## src/hw/rtl/drbp_pkg.sv

```systemverilog
// ----------------------------------------------------------------------------
// drbp_pkg
// Shared types and constants for the depth rectangle back-projection block.
// ----------------------------------------------------------------------------
package drbp_pkg;

    localparam int unsigned COORD_W    = 12;
    localparam int unsigned BOUND_W    = 13;
    localparam int unsigned DEPTH_W    = 16;
    localparam int unsigned CENTER_W   = 16;
    localparam int unsigned INV_W      = 24;
    localparam int unsigned COLOR_W    = 8;
    localparam int unsigned POINT_W    = 32;
    localparam int unsigned CFG_IDX_W  = 3;
    localparam int unsigned CFG_DATA_W = 32;

    // fixed point: 1/f carries 24 fraction bits
    localparam int unsigned FRAC_SHIFT = 24;
    // reciprocal shift for the stride remainder; exact for 12-bit offsets
    // at strides up to 16
    localparam int unsigned RECIP_SHIFT = 24;
    localparam int unsigned RECIP_W     = 25;

    // register map
    typedef enum logic [CFG_IDX_W-1:0] {
        CFG_RECT_LEFT       = 3'd0,
        CFG_RECT_TOP        = 3'd1,
        CFG_RECT_RIGHT      = 3'd2,
        CFG_RECT_BOTTOM     = 3'd3,
        CFG_PRINCIPAL_POINT = 3'd4,
        CFG_INV_FOCAL_X     = 3'd5,
        CFG_INV_FOCAL_Y     = 3'd6,
        CFG_MAX_DEPTH_RAW   = 3'd7
    } t_cfg_idx;

    typedef struct packed {
        logic [COORD_W-1:0]  rect_left;
        logic [COORD_W-1:0]  rect_top;
        logic [BOUND_W-1:0]  rect_right;
        logic [BOUND_W-1:0]  rect_bottom;
        logic [CENTER_W-1:0] cx;
        logic [CENTER_W-1:0] cy;
        logic [INV_W-1:0]    inv_focal_x;
        logic [INV_W-1:0]    inv_focal_y;
        logic [DEPTH_W-1:0]  max_depth_raw;
    } t_cfg;

    // per-stage load enables of the pipeline
    typedef struct packed {
        logic s1;
        logic s2;
        logic s3;
        logic s4;
    } t_stage_en;

    // fields that ride along the pipeline unchanged
    typedef struct packed {
        logic [DEPTH_W-1:0] depth;
        logic [COLOR_W-1:0] red;
        logic [COLOR_W-1:0] green;
        logic [COLOR_W-1:0] blue;
    } t_pass;

endpackage

```

## src/hw/rtl/drbp_cfg_regs.sv

```systemverilog
// ----------------------------------------------------------------------------
// drbp_cfg_regs
// Write-only configuration register file.
// ----------------------------------------------------------------------------
module drbp_cfg_regs (
    input  logic                                i_clk,
    input  logic                                i_rst_n,
    input  logic                                i_cfg_we,
    input  logic [drbp_pkg::CFG_IDX_W-1:0]      i_cfg_index,
    input  logic [drbp_pkg::CFG_DATA_W-1:0]     i_cfg_wdata,
    output drbp_pkg::t_cfg                      o_cfg
);
    import drbp_pkg::*;

    t_cfg r_cfg;
    t_cfg n_cfg;

    always_comb begin
        n_cfg = r_cfg;
        if (i_cfg_we) begin
            case (t_cfg_idx'(i_cfg_index))
                CFG_RECT_LEFT:       n_cfg.rect_left     = i_cfg_wdata[COORD_W-1:0];
                CFG_RECT_TOP:        n_cfg.rect_top      = i_cfg_wdata[COORD_W-1:0];
                CFG_RECT_RIGHT:      n_cfg.rect_right    = i_cfg_wdata[BOUND_W-1:0];
                CFG_RECT_BOTTOM:     n_cfg.rect_bottom   = i_cfg_wdata[BOUND_W-1:0];
                CFG_PRINCIPAL_POINT: begin
                    n_cfg.cx = i_cfg_wdata[CENTER_W-1:0];
                    n_cfg.cy = i_cfg_wdata[2*CENTER_W-1:CENTER_W];
                end
                CFG_INV_FOCAL_X:     n_cfg.inv_focal_x   = i_cfg_wdata[INV_W-1:0];
                CFG_INV_FOCAL_Y:     n_cfg.inv_focal_y   = i_cfg_wdata[INV_W-1:0];
                CFG_MAX_DEPTH_RAW:   n_cfg.max_depth_raw = i_cfg_wdata[DEPTH_W-1:0];
                default:             n_cfg = r_cfg;
            endcase
        end
    end

    always_ff @(posedge i_clk) begin
        if (!i_rst_n) begin
            r_cfg               <= '0;
            r_cfg.max_depth_raw <= '1;
        end else begin
            r_cfg <= n_cfg;
        end
    end

    assign o_cfg = r_cfg;

endmodule

```

## config.mk

```make
export PLATFORM = sky130hd
export DESIGN_NAME = drbp_cfg_regs
export DESIGN_NICKNAME = d
export VERILOG_FILES = /design/src/hw/rtl/drbp_pkg.sv /design/src/hw/rtl/drbp_cfg_regs.sv
export SDC_FILE = /design/constraint.sdc
export NUM_CORES = 1
export LEC_CHECK = 0
export BUFFER_PORTS_ARGS = -buffer_cell sky130_fd_sc_hd__buf_2
export CORE_MARGIN = 5
export CORE_UTILIZATION = 35
export DETAILED_ROUTE_END_ITERATION = 16
export HOLD_SLACK_MARGIN = 0.15
export SETUP_SLACK_MARGIN = 0.15
export SYNTH_ARGS = -nofsm -noshare
export SYNTH_HDL_FRONTEND = slang
export SYNTH_SLANG_ARGS = --single-unit
```

## constraint.sdc

```tcl
create_clock -name i_clk -period 1.7 [get_ports i_clk]
set_input_delay 0.34 -clock i_clk [delete_from_list [all_inputs] [get_ports i_clk]]
set_output_delay 0.34 -clock i_clk [all_outputs]
set_load 0.01 [all_outputs]
```

==> metrics.cfg <==
[route]
postRouteAntennaNets = 0
vias_per_cell = 4.59
wire_per_inst_um = 16.4
drt_iter0_markers = 199
drc = 0
routed_wl_um = 15300
vias = 4269
drt-pass1-iter-count = 4

[clock_network]
cts_buffer_depth = 2
clk_latency_ps = 410
cts.sinks = 146
cts_setup_buffers = 0
clk_pin_slew_ps = 60
clockRootBuffer = clkbuf_16
cts_resized = 0
cts-htree-levels = 4
cts_inserted_buffers = 17
cts_hold_buf = 0
cts_tree = done

[power]
clockPowerShare_pct = 49.4
total_leakage_power_nw = 3.59
p_seq_share_pct = 44.1
worst_ir_drop_vdd_uv = 683
power.density_nw_per_um2 = 1100
p_int_mw = 6.24
p_switching_mw = 1.78
combPwrFrac_pct = 6.5
switching_share_pct = 22.2
finalPower_mw = 8.02

[place]
dp_cells = 900
place.gp.congestion = 0.796
dp_hpwl_um = 10900
io_buffers = 183

[sta]
finalHoldViolations = 0
min_period_ps = 1250
rsz0062_at_grt = false
maxSlewViolCount = 0
fin_worst_skew_ps = 0
maxSlewHeadroom_pct = 68.3
period_share_pct = 73.7
clock.fmax_mhz = 798
finalSetupTns_ps = 0
setup_violations = 0
tightest_slew_ps = 475

[floorplanning]
core_um2 = 15300
io_pins = 184
die_x_um = 135
die-area_um2 = 18200
fp.dieH_um = 135
rows = 45
initial_utilization_pct = 35.8

[run]
cap_violations = 0

[logic_synthesis]
yosysWarnings = 0
yosysSeqAreaShare_pct = 53.6
syn_inst = 533
avgSynthCellArea_um2 = 10.2
netlist_area_um2 = 5460
synth_seq_cells = 146
ys_types = 15
synth_nets = 571

[setup_path]
r2r-start = o_cfg[44]$_SDFFE_PN0P_
rrSetupSlack_ps = 1060
cp_slowest_cell = dfxtp_1
cp_num_buf_inv = 1
reg2reg_to = o_cfg[44]$_SDFFE_PN0P_
cp.depth = 1
crit_chain = buf_2
reg2reg_depth = 2
critPathTopFamily = flip-flops
critPathArrivalTime_ps = 910
endpoint_kind = output pin
cp-start-kind = register
cp-endpoint = o_cfg[138]
critPathMaxStageDelay_ps = 350
critPathKind = reg -> out
worstSetupStartpoint = o_cfg[138]$_SDFFE_PN0P_
crit_fanout = 2
required_ps = 1360

[grt]
antenna_found_initial = 0
grt_pass1_wl_um = 23400
grt_remaining_overflow = 0
grt_usage_pct = 16.6
first_global_vias = 4432
grt_start_max_net_pins = 49

[layout]
final_common_cell = buf_2
final_nets = 746
diodes = 0
multi_input_area_um2 = 2380
fillers = 1440
syn2layout_area_growth_pct = 33.4
largest_register_ffs = 146
finalNonFillerCells = 931
seq_area_um2 = 2920
final_cell_mix = buf_2, nand2_1, mux2i_1, dfxtp_1, nor2b_1
drive_above_1_share_pct = 31.8

[hold_path]
hold_path_class = in -> reg

[outcome]
status = completed

synth_stat cells:
library cell  instances  area, µm²
nand2_1             162        608
buf_6                 1       11.3
clkbuf_2              1       5.00
and4_1                1       8.76
buf_4                 4       30.0
and4bb_2              1       12.5
nor4bb_1              2       20.0
nor2b_1              32        200
mux2i_1             146       1460
or4b_1                1       10.0
buf_1                 3       11.3
nand4b_1              3       26.3
clkbuf_1             16       60.1
buf_2                14       70.1
dfxtp_1             146       2920
final cells by class:
type / instances / area share [%]
Tap cell: 211 / 3.63
Sequential cell: 146 / 40.1
Clock buffer: 19 / 6.22
Clock inverter: 12 / 2.47
Multi-Input combinational cell: 348 / 32.7
Timing Repair Buffer: 195 / 14.9
stage by stage:
step | hold WS, ps | utilization, % | area, µm² | setup slack (ps)
after floorplan | 479 | - | 5460 | 335
after global placement | 439 | 43.6 | 6650 | 199
after detailed placement | 444 | 43.6 | 6650 | 166
after CTS | 155 | 47.7 | 7280 | 414
after global routing | 172 | 47.7 | 7280 | 399
final | 176 | 47.7 | 7280 | 447
worst min-delay path by stage:
stage                               to  cells past startpoint               startpoint
2_1_floorplan  o_cfg[109]$_SDFFE_PN0P_                      2  o_cfg[109]$_SDFFE_PN0P_
3_3_place_gp    o_cfg[76]$_SDFFE_PN0P_                      2   o_cfg[76]$_SDFFE_PN0P_
3_5_place_dp   o_cfg[116]$_SDFFE_PN0P_                      2  o_cfg[116]$_SDFFE_PN0P_
4_1_cts         o_cfg[72]$_SDFFE_PN0P_                      3          i_cfg_wdata[24]
5_1_grt         o_cfg[73]$_SDFFE_PN0P_                      3          i_cfg_wdata[25]
6_report        o_cfg[72]$_SDFFE_PN0P_                      3          i_cfg_wdata[24]
power groups by stage:
| stage | clock (mW) | sequential (mW) | combinational (mW) |
|---|---|---|---|
| 2_1_floorplan | 0 | 3.64 | 0.249 |
| 3_3_place_gp | 0 | 3.61 | 0.517 |
| 3_5_place_dp | 0 | 3.61 | 0.531 |
| 4_1_cts | 4.05 | 3.54 | 0.533 |
| 5_1_grt | 4.19 | 3.54 | 0.569 |
| 6_report | 3.96 | 3.54 | 0.521 |
metal layers:
metal  global-route usage, %  up-vias  share of wire [%]
li1                        -     2102                  -
met1                    18.5     2028                 41
met2                    28.7      125                 49
met3                    7.04       14                8.9
met4                    5.43        0                1.1
met5                       0        -                  0
logic make-up after synthesis:
kind of cell,share of synthesized area (%)
and+or+nand+nor,16.2
DFF,53.6
muxes,26.8
buffers and inverters,3.44
No activity file was read; power rests on OpenSTA's default activity.
