[config.mk]
export PLATFORM = sky130hd
export DESIGN_NAME = drbp_sample_gate
export DESIGN_NICKNAME = d
export VERILOG_FILES = /design/src/hw/rtl/drbp_pkg.sv /design/src/hw/rtl/drbp_sample_gate.sv
export SDC_FILE = /design/constraint.sdc
export NUM_CORES = 1
export LEC_CHECK = 0
export BUFFER_PORTS_ARGS = -buffer_cell sky130_fd_sc_hd__buf_2
export CAP_MARGIN = 20
export CORE_MARGIN = 5
export CORE_UTILIZATION = 63
export DETAILED_ROUTE_END_ITERATION = 16
export GPL_TIMING_DRIVEN = 0
export PLACE_DENSITY = 0.95
export SLEW_MARGIN = 5
export SYNTH_ARGS = -nofsm -noshare
export SYNTH_HDL_FRONTEND = slang
export SYNTH_SLANG_ARGS = --single-unit
[constraint.sdc]
create_clock -name i_clk -period 13.3 [get_ports i_clk]
set_input_delay 0.665 -clock i_clk [delete_from_list [all_inputs] [get_ports i_clk]]
set_output_delay 0.665 -clock i_clk [all_outputs]
set_load 0.05 [all_outputs]
[src/hw/rtl/drbp_pkg.sv]
// ----------------------------------------------------------------------------
// drbp_pkg
// Shared types and constants for the depth rectangle back-projection block.
// ----------------------------------------------------------------------------
package drbp_pkg;

    localparam int unsigned COORD_W    = 12;
    localparam int unsigned BOUND_W    = 13;
    localparam int unsigned DEPTH_W    = 16;
    localparam int unsigned CENTER_W   = 16;
    localparam int unsigned INV_W      = 24;
    localparam int unsigned COLOR_W    = 8;
    localparam int unsigned POINT_W    = 32;
    localparam int unsigned CFG_IDX_W  = 3;
    localparam int unsigned CFG_DATA_W = 32;

    // fixed point: 1/f carries 24 fraction bits
    localparam int unsigned FRAC_SHIFT = 24;
    // reciprocal shift for the stride remainder; exact for 12-bit offsets
    // at strides up to 16
    localparam int unsigned RECIP_SHIFT = 24;
    localparam int unsigned RECIP_W     = 25;

    // register map
    typedef enum logic [CFG_IDX_W-1:0] {
        CFG_RECT_LEFT       = 3'd0,
        CFG_RECT_TOP        = 3'd1,
        CFG_RECT_RIGHT      = 3'd2,
        CFG_RECT_BOTTOM     = 3'd3,
        CFG_PRINCIPAL_POINT = 3'd4,
        CFG_INV_FOCAL_X     = 3'd5,
        CFG_INV_FOCAL_Y     = 3'd6,
        CFG_MAX_DEPTH_RAW   = 3'd7
    } t_cfg_idx;

    typedef struct packed {
        logic [COORD_W-1:0]  rect_left;
        logic [COORD_W-1:0]  rect_top;
        logic [BOUND_W-1:0]  rect_right;
        logic [BOUND_W-1:0]  rect_bottom;
        logic [CENTER_W-1:0] cx;
        logic [CENTER_W-1:0] cy;
        logic [INV_W-1:0]    inv_focal_x;
        logic [INV_W-1:0]    inv_focal_y;
        logic [DEPTH_W-1:0]  max_depth_raw;
    } t_cfg;

    // per-stage load enables of the pipeline
    typedef struct packed {
        logic s1;
        logic s2;
        logic s3;
        logic s4;
    } t_stage_en;

    // fields that ride along the pipeline unchanged
    typedef struct packed {
        logic [DEPTH_W-1:0] depth;
        logic [COLOR_W-1:0] red;
        logic [COLOR_W-1:0] green;
        logic [COLOR_W-1:0] blue;
    } t_pass;

endpackage

[src/hw/rtl/drbp_sample_gate.sv]
// ----------------------------------------------------------------------------
// drbp_sample_gate
// Rectangle / depth window test and pipelined stride-grid remainder check.
// ----------------------------------------------------------------------------
module drbp_sample_gate #(
    parameter int unsigned SAMPLE_STRIDE  = 3,
    parameter int unsigned NEAR_DEPTH_RAW = 100
) (
    input  logic                             i_clk,
    input  drbp_pkg::t_stage_en              i_en,
    input  drbp_pkg::t_cfg                   i_cfg,
    input  logic [drbp_pkg::COORD_W-1:0]     i_col,
    input  logic [drbp_pkg::COORD_W-1:0]     i_row,
    input  logic [drbp_pkg::DEPTH_W-1:0]     i_depth,
    output logic                             o_pre_ok,     // comb, feeds stage 1
    output logic                             o_stride_ok   // comb from stage 2
);
    import drbp_pkg::*;

    // ceil(2^24 / stride)
    localparam logic [RECIP_W-1:0] RecipMul =
        RECIP_W'(((64'd1 << RECIP_SHIFT) + 64'(SAMPLE_STRIDE) - 64'd1) / 64'(SAMPLE_STRIDE));
    localparam logic [DEPTH_W-1:0] NearLimit = DEPTH_W'(NEAR_DEPTH_RAW);
    localparam int unsigned PROD_W = COORD_W + RECIP_W;
    localparam int unsigned BACK_W = COORD_W + 5;

    logic in_cols, in_rows, depth_ok;

    logic [COORD_W-1:0] r_off_c1, r_off_r1;
    logic [COORD_W-1:0] r_off_c2, r_off_r2;
    logic [COORD_W-1:0] r_q_c2, r_q_r2;

    logic [PROD_W-1:0]  prod_c, prod_r;
    logic [BACK_W-1:0]  back_c, back_r;

    assign in_cols  = (i_col >= i_cfg.rect_left) && ({1'b0, i_col} < i_cfg.rect_right);
    assign in_rows  = (i_row >= i_cfg.rect_top)  && ({1'b0, i_row} < i_cfg.rect_bottom);
    assign depth_ok = (i_depth > NearLimit) && (i_depth <= i_cfg.max_depth_raw);
    assign o_pre_ok = in_cols && in_rows && depth_ok;

    // stage 1: offsets from the rectangle corner
    always_ff @(posedge i_clk) begin
        if (i_en.s1) begin
            r_off_c1 <= i_col - i_cfg.rect_left;
            r_off_r1 <= i_row - i_cfg.rect_top;
        end
    end

    // stage 2: quotient by reciprocal multiply
    assign prod_c = PROD_W'(r_off_c1) * PROD_W'(RecipMul);
    assign prod_r = PROD_W'(r_off_r1) * PROD_W'(RecipMul);

    always_ff @(posedge i_clk) begin
        if (i_en.s2) begin
            r_off_c2 <= r_off_c1;
            r_off_r2 <= r_off_r1;
            r_q_c2   <= prod_c[RECIP_SHIFT +: COORD_W];
            r_q_r2   <= prod_r[RECIP_SHIFT +: COORD_W];
        end
    end

    // remainder is zero when q * stride gives the offset back
    assign back_c = BACK_W'(r_q_c2) * BACK_W'(SAMPLE_STRIDE);
    assign back_r = BACK_W'(r_q_r2) * BACK_W'(SAMPLE_STRIDE);
    assign o_stride_ok = (back_c == BACK_W'(r_off_c2)) && (back_r == BACK_W'(r_off_r2));

endmodule

==> out/qor.txt <==
status = finished clean
worst skew pair latency = 0.35 ns
First-pass DRT Iterations = 7
worst r2r dst = r_q_r2[9]$_DFFE_PP_
Residual DRC = 0
ranking of synthesized cells by area = ha_1 (27%), edfxtp_1 (20%), fa_1 (18%)
min cycle time layout = 6.107 ns
skew final = 0.01366 ns
Port Buffers = 110
Total Nets Final = 1742
GP Congestion = 0.9698
Setup Fix Bufs, Post-CTS = 0
floorplan die height = 140.4 um
ys flop type = edfxtp_1
unrepaired setup endpoints after global routing = false
Synth Net Count = 1621
post-cts gate resize count = 0
#FFs+latches synth = 70
final setup fails = 0
die area = 0.01970 mm2
synthesized area per cell = 9.751 um2
Arrival @ worst endpoint = 6.20 ns
CP peak stage delay = 0.60 ns
R2R Path Start = r_off_r1[8]$_DFFE_PP_
global-route wire length before repair = 47.91 mm
Final WS setup = 7.193 ns
Mapped Cells = 1098
leading area contributor after synthesis = ha_1
Slew HR = 30.66%
final hold viol count = 0
post-synth top area share = 27.35%
Initial Util = 64.33%
Area Growth Syn to Fin = 10.28%
pin count of the biggest net entering global routing = 47
grt ovf = 0
Crit-path slowest cell = fa_1
r2r worst-path depth = 19
Crit Path Class = reg2reg
Worst-path clk slew = 0.07 ns
crit path from = r_off_r1[8]$_DFFE_PP_
number of synthesized flops with an enable pin = 70
CTS tree = done
num rows = 47
ANT cells = 0
Filler cells = 926
synth unique cells = 53
HPWL after DPL = 23.57 mm
number of CTS-inserted buffers = 9
crit-path cells = ha_1, inv_1, fa_1, inv_1, fa_1, inv_1, fa_1, inv_1, fa_1, ha_1, a21oi_1, nor2_1, o31ai_1, nand4_1, o41ai_2, o21ai_1, or2_1, a21oi_1, xnor2_1
Clock Sinks = 70
post-detailed-route wirelength per cell = 19.82 um
fraction of layout cells with a size suffix above 1 = 11.19%
H-tree levels = 3
sequential element share of the synthesized area = 19.63%
CP Capture Type = flop
vias in the first global route = 9841
Tot GR Track Use = 30.46%
crit path launch type = flop
total number of vias = 8702
core box area = 0.01664 mm2
pre-CTS worst setup slack = 7.436 ns
# hold bufs at CTS = 0
Synth async-reset ratio = 0%
Final ANT Viol Nets = 0
Max clock buf depth = 2
maximum clock rate = 163.8 MHz
flop2flop setup slack = 7.19 ns
Worst-Margin Slew = 1.040 ns
drt via density = 6.026
max_cap viols = 0
setup_tns = 0 ns
Hold Crit Class = reg2reg
Max FO, Critical Path = 4
CTS root buf = clkbuf_16
Top Ports = 193
initial antenna violation count = 0
Starting DRT DRC Count = 629
Final Cycle Share = 45.91%
drt total wl = 28.62 mm
Slew Limit Fails = 0
Syn. warnings = 0
Die Wd = 140.4 um
area of the multi-input gates = 0.007546 mm2
Crit path required time = 13.39 ns
register area = 0.002102 mm2
CP Capture Point = r_q_r2[9]$_DFFE_PP_
synthesized area = 0.01071 mm2
cells by family (layout without fill, tap and decap cells):
kind of cell | Yosys count | count (layout) | synth area share (%)
adders and majority gates | 332 | 332 | 45.67
buffers and inverters | 282 | 408 | 9.887
AOI/OAI and AO/OA | 178 | 178 | 10.70
and+or+nand+nor | 157 | 157 | 7.631
xor gates and xnor gates | 78 | 78 | 6.381
DFF | 70 | 70 | 19.63
muxes | 1 | 1 | 0.09349
cells in the mapped netlist (all sizes together) (7+ instances only):
cell type	instances
o21ai	38
inv	282
nor2	37
a21o	33
nor3	13
edfxtp	70
nand3	15
ha	234
and3	7
xor2	23
nand4	13
nand2	28
xnor2	55
o21bai	8
fa	98
a21oi	61
nor2b	13
nand2b	9
how the worst min path moves through the flow:
stage | start | end | slack, ns | cells past startpoint
6_report | r_off_c1[0]$_DFFE_PP_ | r_off_c2[0]$_DFFE_PP_ | 0.50 | 0
5_1_grt | r_off_c1[0]$_DFFE_PP_ | r_off_c2[0]$_DFFE_PP_ | 0.52 | 0
4_1_cts | r_off_c1[0]$_DFFE_PP_ | r_off_c2[0]$_DFFE_PP_ | 0.50 | 0
3_5_place_dp | r_off_c1[0]$_DFFE_PP_ | r_off_c2[0]$_DFFE_PP_ | 0.49 | 0
3_3_place_gp | r_off_c1[0]$_DFFE_PP_ | r_off_c2[0]$_DFFE_PP_ | 0.49 | 0
2_1_floorplan | r_off_c1[0]$_DFFE_PP_ | r_off_c2[0]$_DFFE_PP_ | 0.45 | 0
worst max-delay path, delay by kind of cell (launching register included):
kind / cells / cell delay, ns
adder cells (fa/ha/maj): 6 / 2.89
AO/OA/AOI/OAI: 5 / 1.38
AND/OR/NAND/NOR: 3 / 0.60
flip-flops: 1 / 0.51
buffers and inverters: 4 / 0.36
XOR/XNOR: 1 / 0.10
area by class of cell:
type / count / share of cell area, %
clock buffer: 10 / 1.939
clock inverter: 6 / 0.3921
inverter: 282 / 8.965
multi-input combinational: 746 / 63.91
sequential: 70 / 17.80
tap: 220 / 2.331
timing repair buffer: 110 / 4.662
through the flow:
stage | hold slack (ns) | util, % | cell area [um2] | cells
after floorplan | 0.4465 | - | 10710 | 1098
after global placement | 0.4893 | 69.30 | 11530 | 1428
after detailed placement | 0.4946 | 69.30 | 11530 | 1428
after CTS | 0.5001 | 70.95 | 11810 | 1444
after global routing | 0.5167 | 70.95 | 11810 | 1444
final | 0.5015 | 70.95 | 11810 | 1444
placed cells by master (no fill, tap or decap), types with 2 or more instances in the layout:
master | Yosys | layout
o21ai_0 | 37 | 37
nand4_1 | 13 | 13
nand2b_1 | 9 | 9
nand2_1 | 28 | 28
nor2_1 | 37 | 37
nor4_1 | 6 | 6
and4b_1 | 2 | 2
or3_1 | 3 | 3
nor2b_1 | 13 | 13
and4_1 | 2 | 2
edfxtp_1 | 70 | 70
a21oi_2 | 4 | 4
a2111oi_0 | 2 | 2
o311ai_0 | 2 | 2
ha_1 | 234 | 234
clkinvlp_4 | 0 | 2
inv_1 | 282 | 282
nand4b_1 | 2 | 2
xnor2_1 | 55 | 55
a21boi_0 | 3 | 3
nor3_1 | 13 | 13
a31oi_1 | 4 | 4
o31ai_1 | 2 | 2
a211oi_1 | 3 | 3
and3_1 | 6 | 6
o21a_1 | 6 | 6
o22ai_1 | 2 | 2
xor2_1 | 23 | 23
o21bai_1 | 8 | 8
or2_1 | 2 | 2
o221ai_1 | 2 | 2
fa_1 | 98 | 98
clkbuf_16 | 0 | 9
nand3_1 | 15 | 15
nor3b_1 | 2 | 2
a21oi_1 | 57 | 57
inv_6 | 0 | 2
buf_2 | 0 | 110
a21o_1 | 33 | 33
routing by layer:
| metal | vias to the layer above | share of wire [%] | GRT usage [%] |
|---|---|---|---|
| met4 | 0 | 7.2 | 20.40 |
| li1 | 3893 | - | - |
| met2 | 573 | 50 | 52.85 |
| met1 | 4070 | 35 | 33.62 |
| met3 | 166 | 8.4 | 6.135 |
| met5 | - | 0 | 0 |
registers in the layout, summed over array words and instances (netlist names):
register and count:
r_off_c1 12, r_off_c2 12, r_off_r1 12, r_off_r2 12, r_q_c2 11, r_q_r2 11
Power is not shown: default switching activity piles up to over one toggle a cycle in this logic, so the estimate is an artifact.
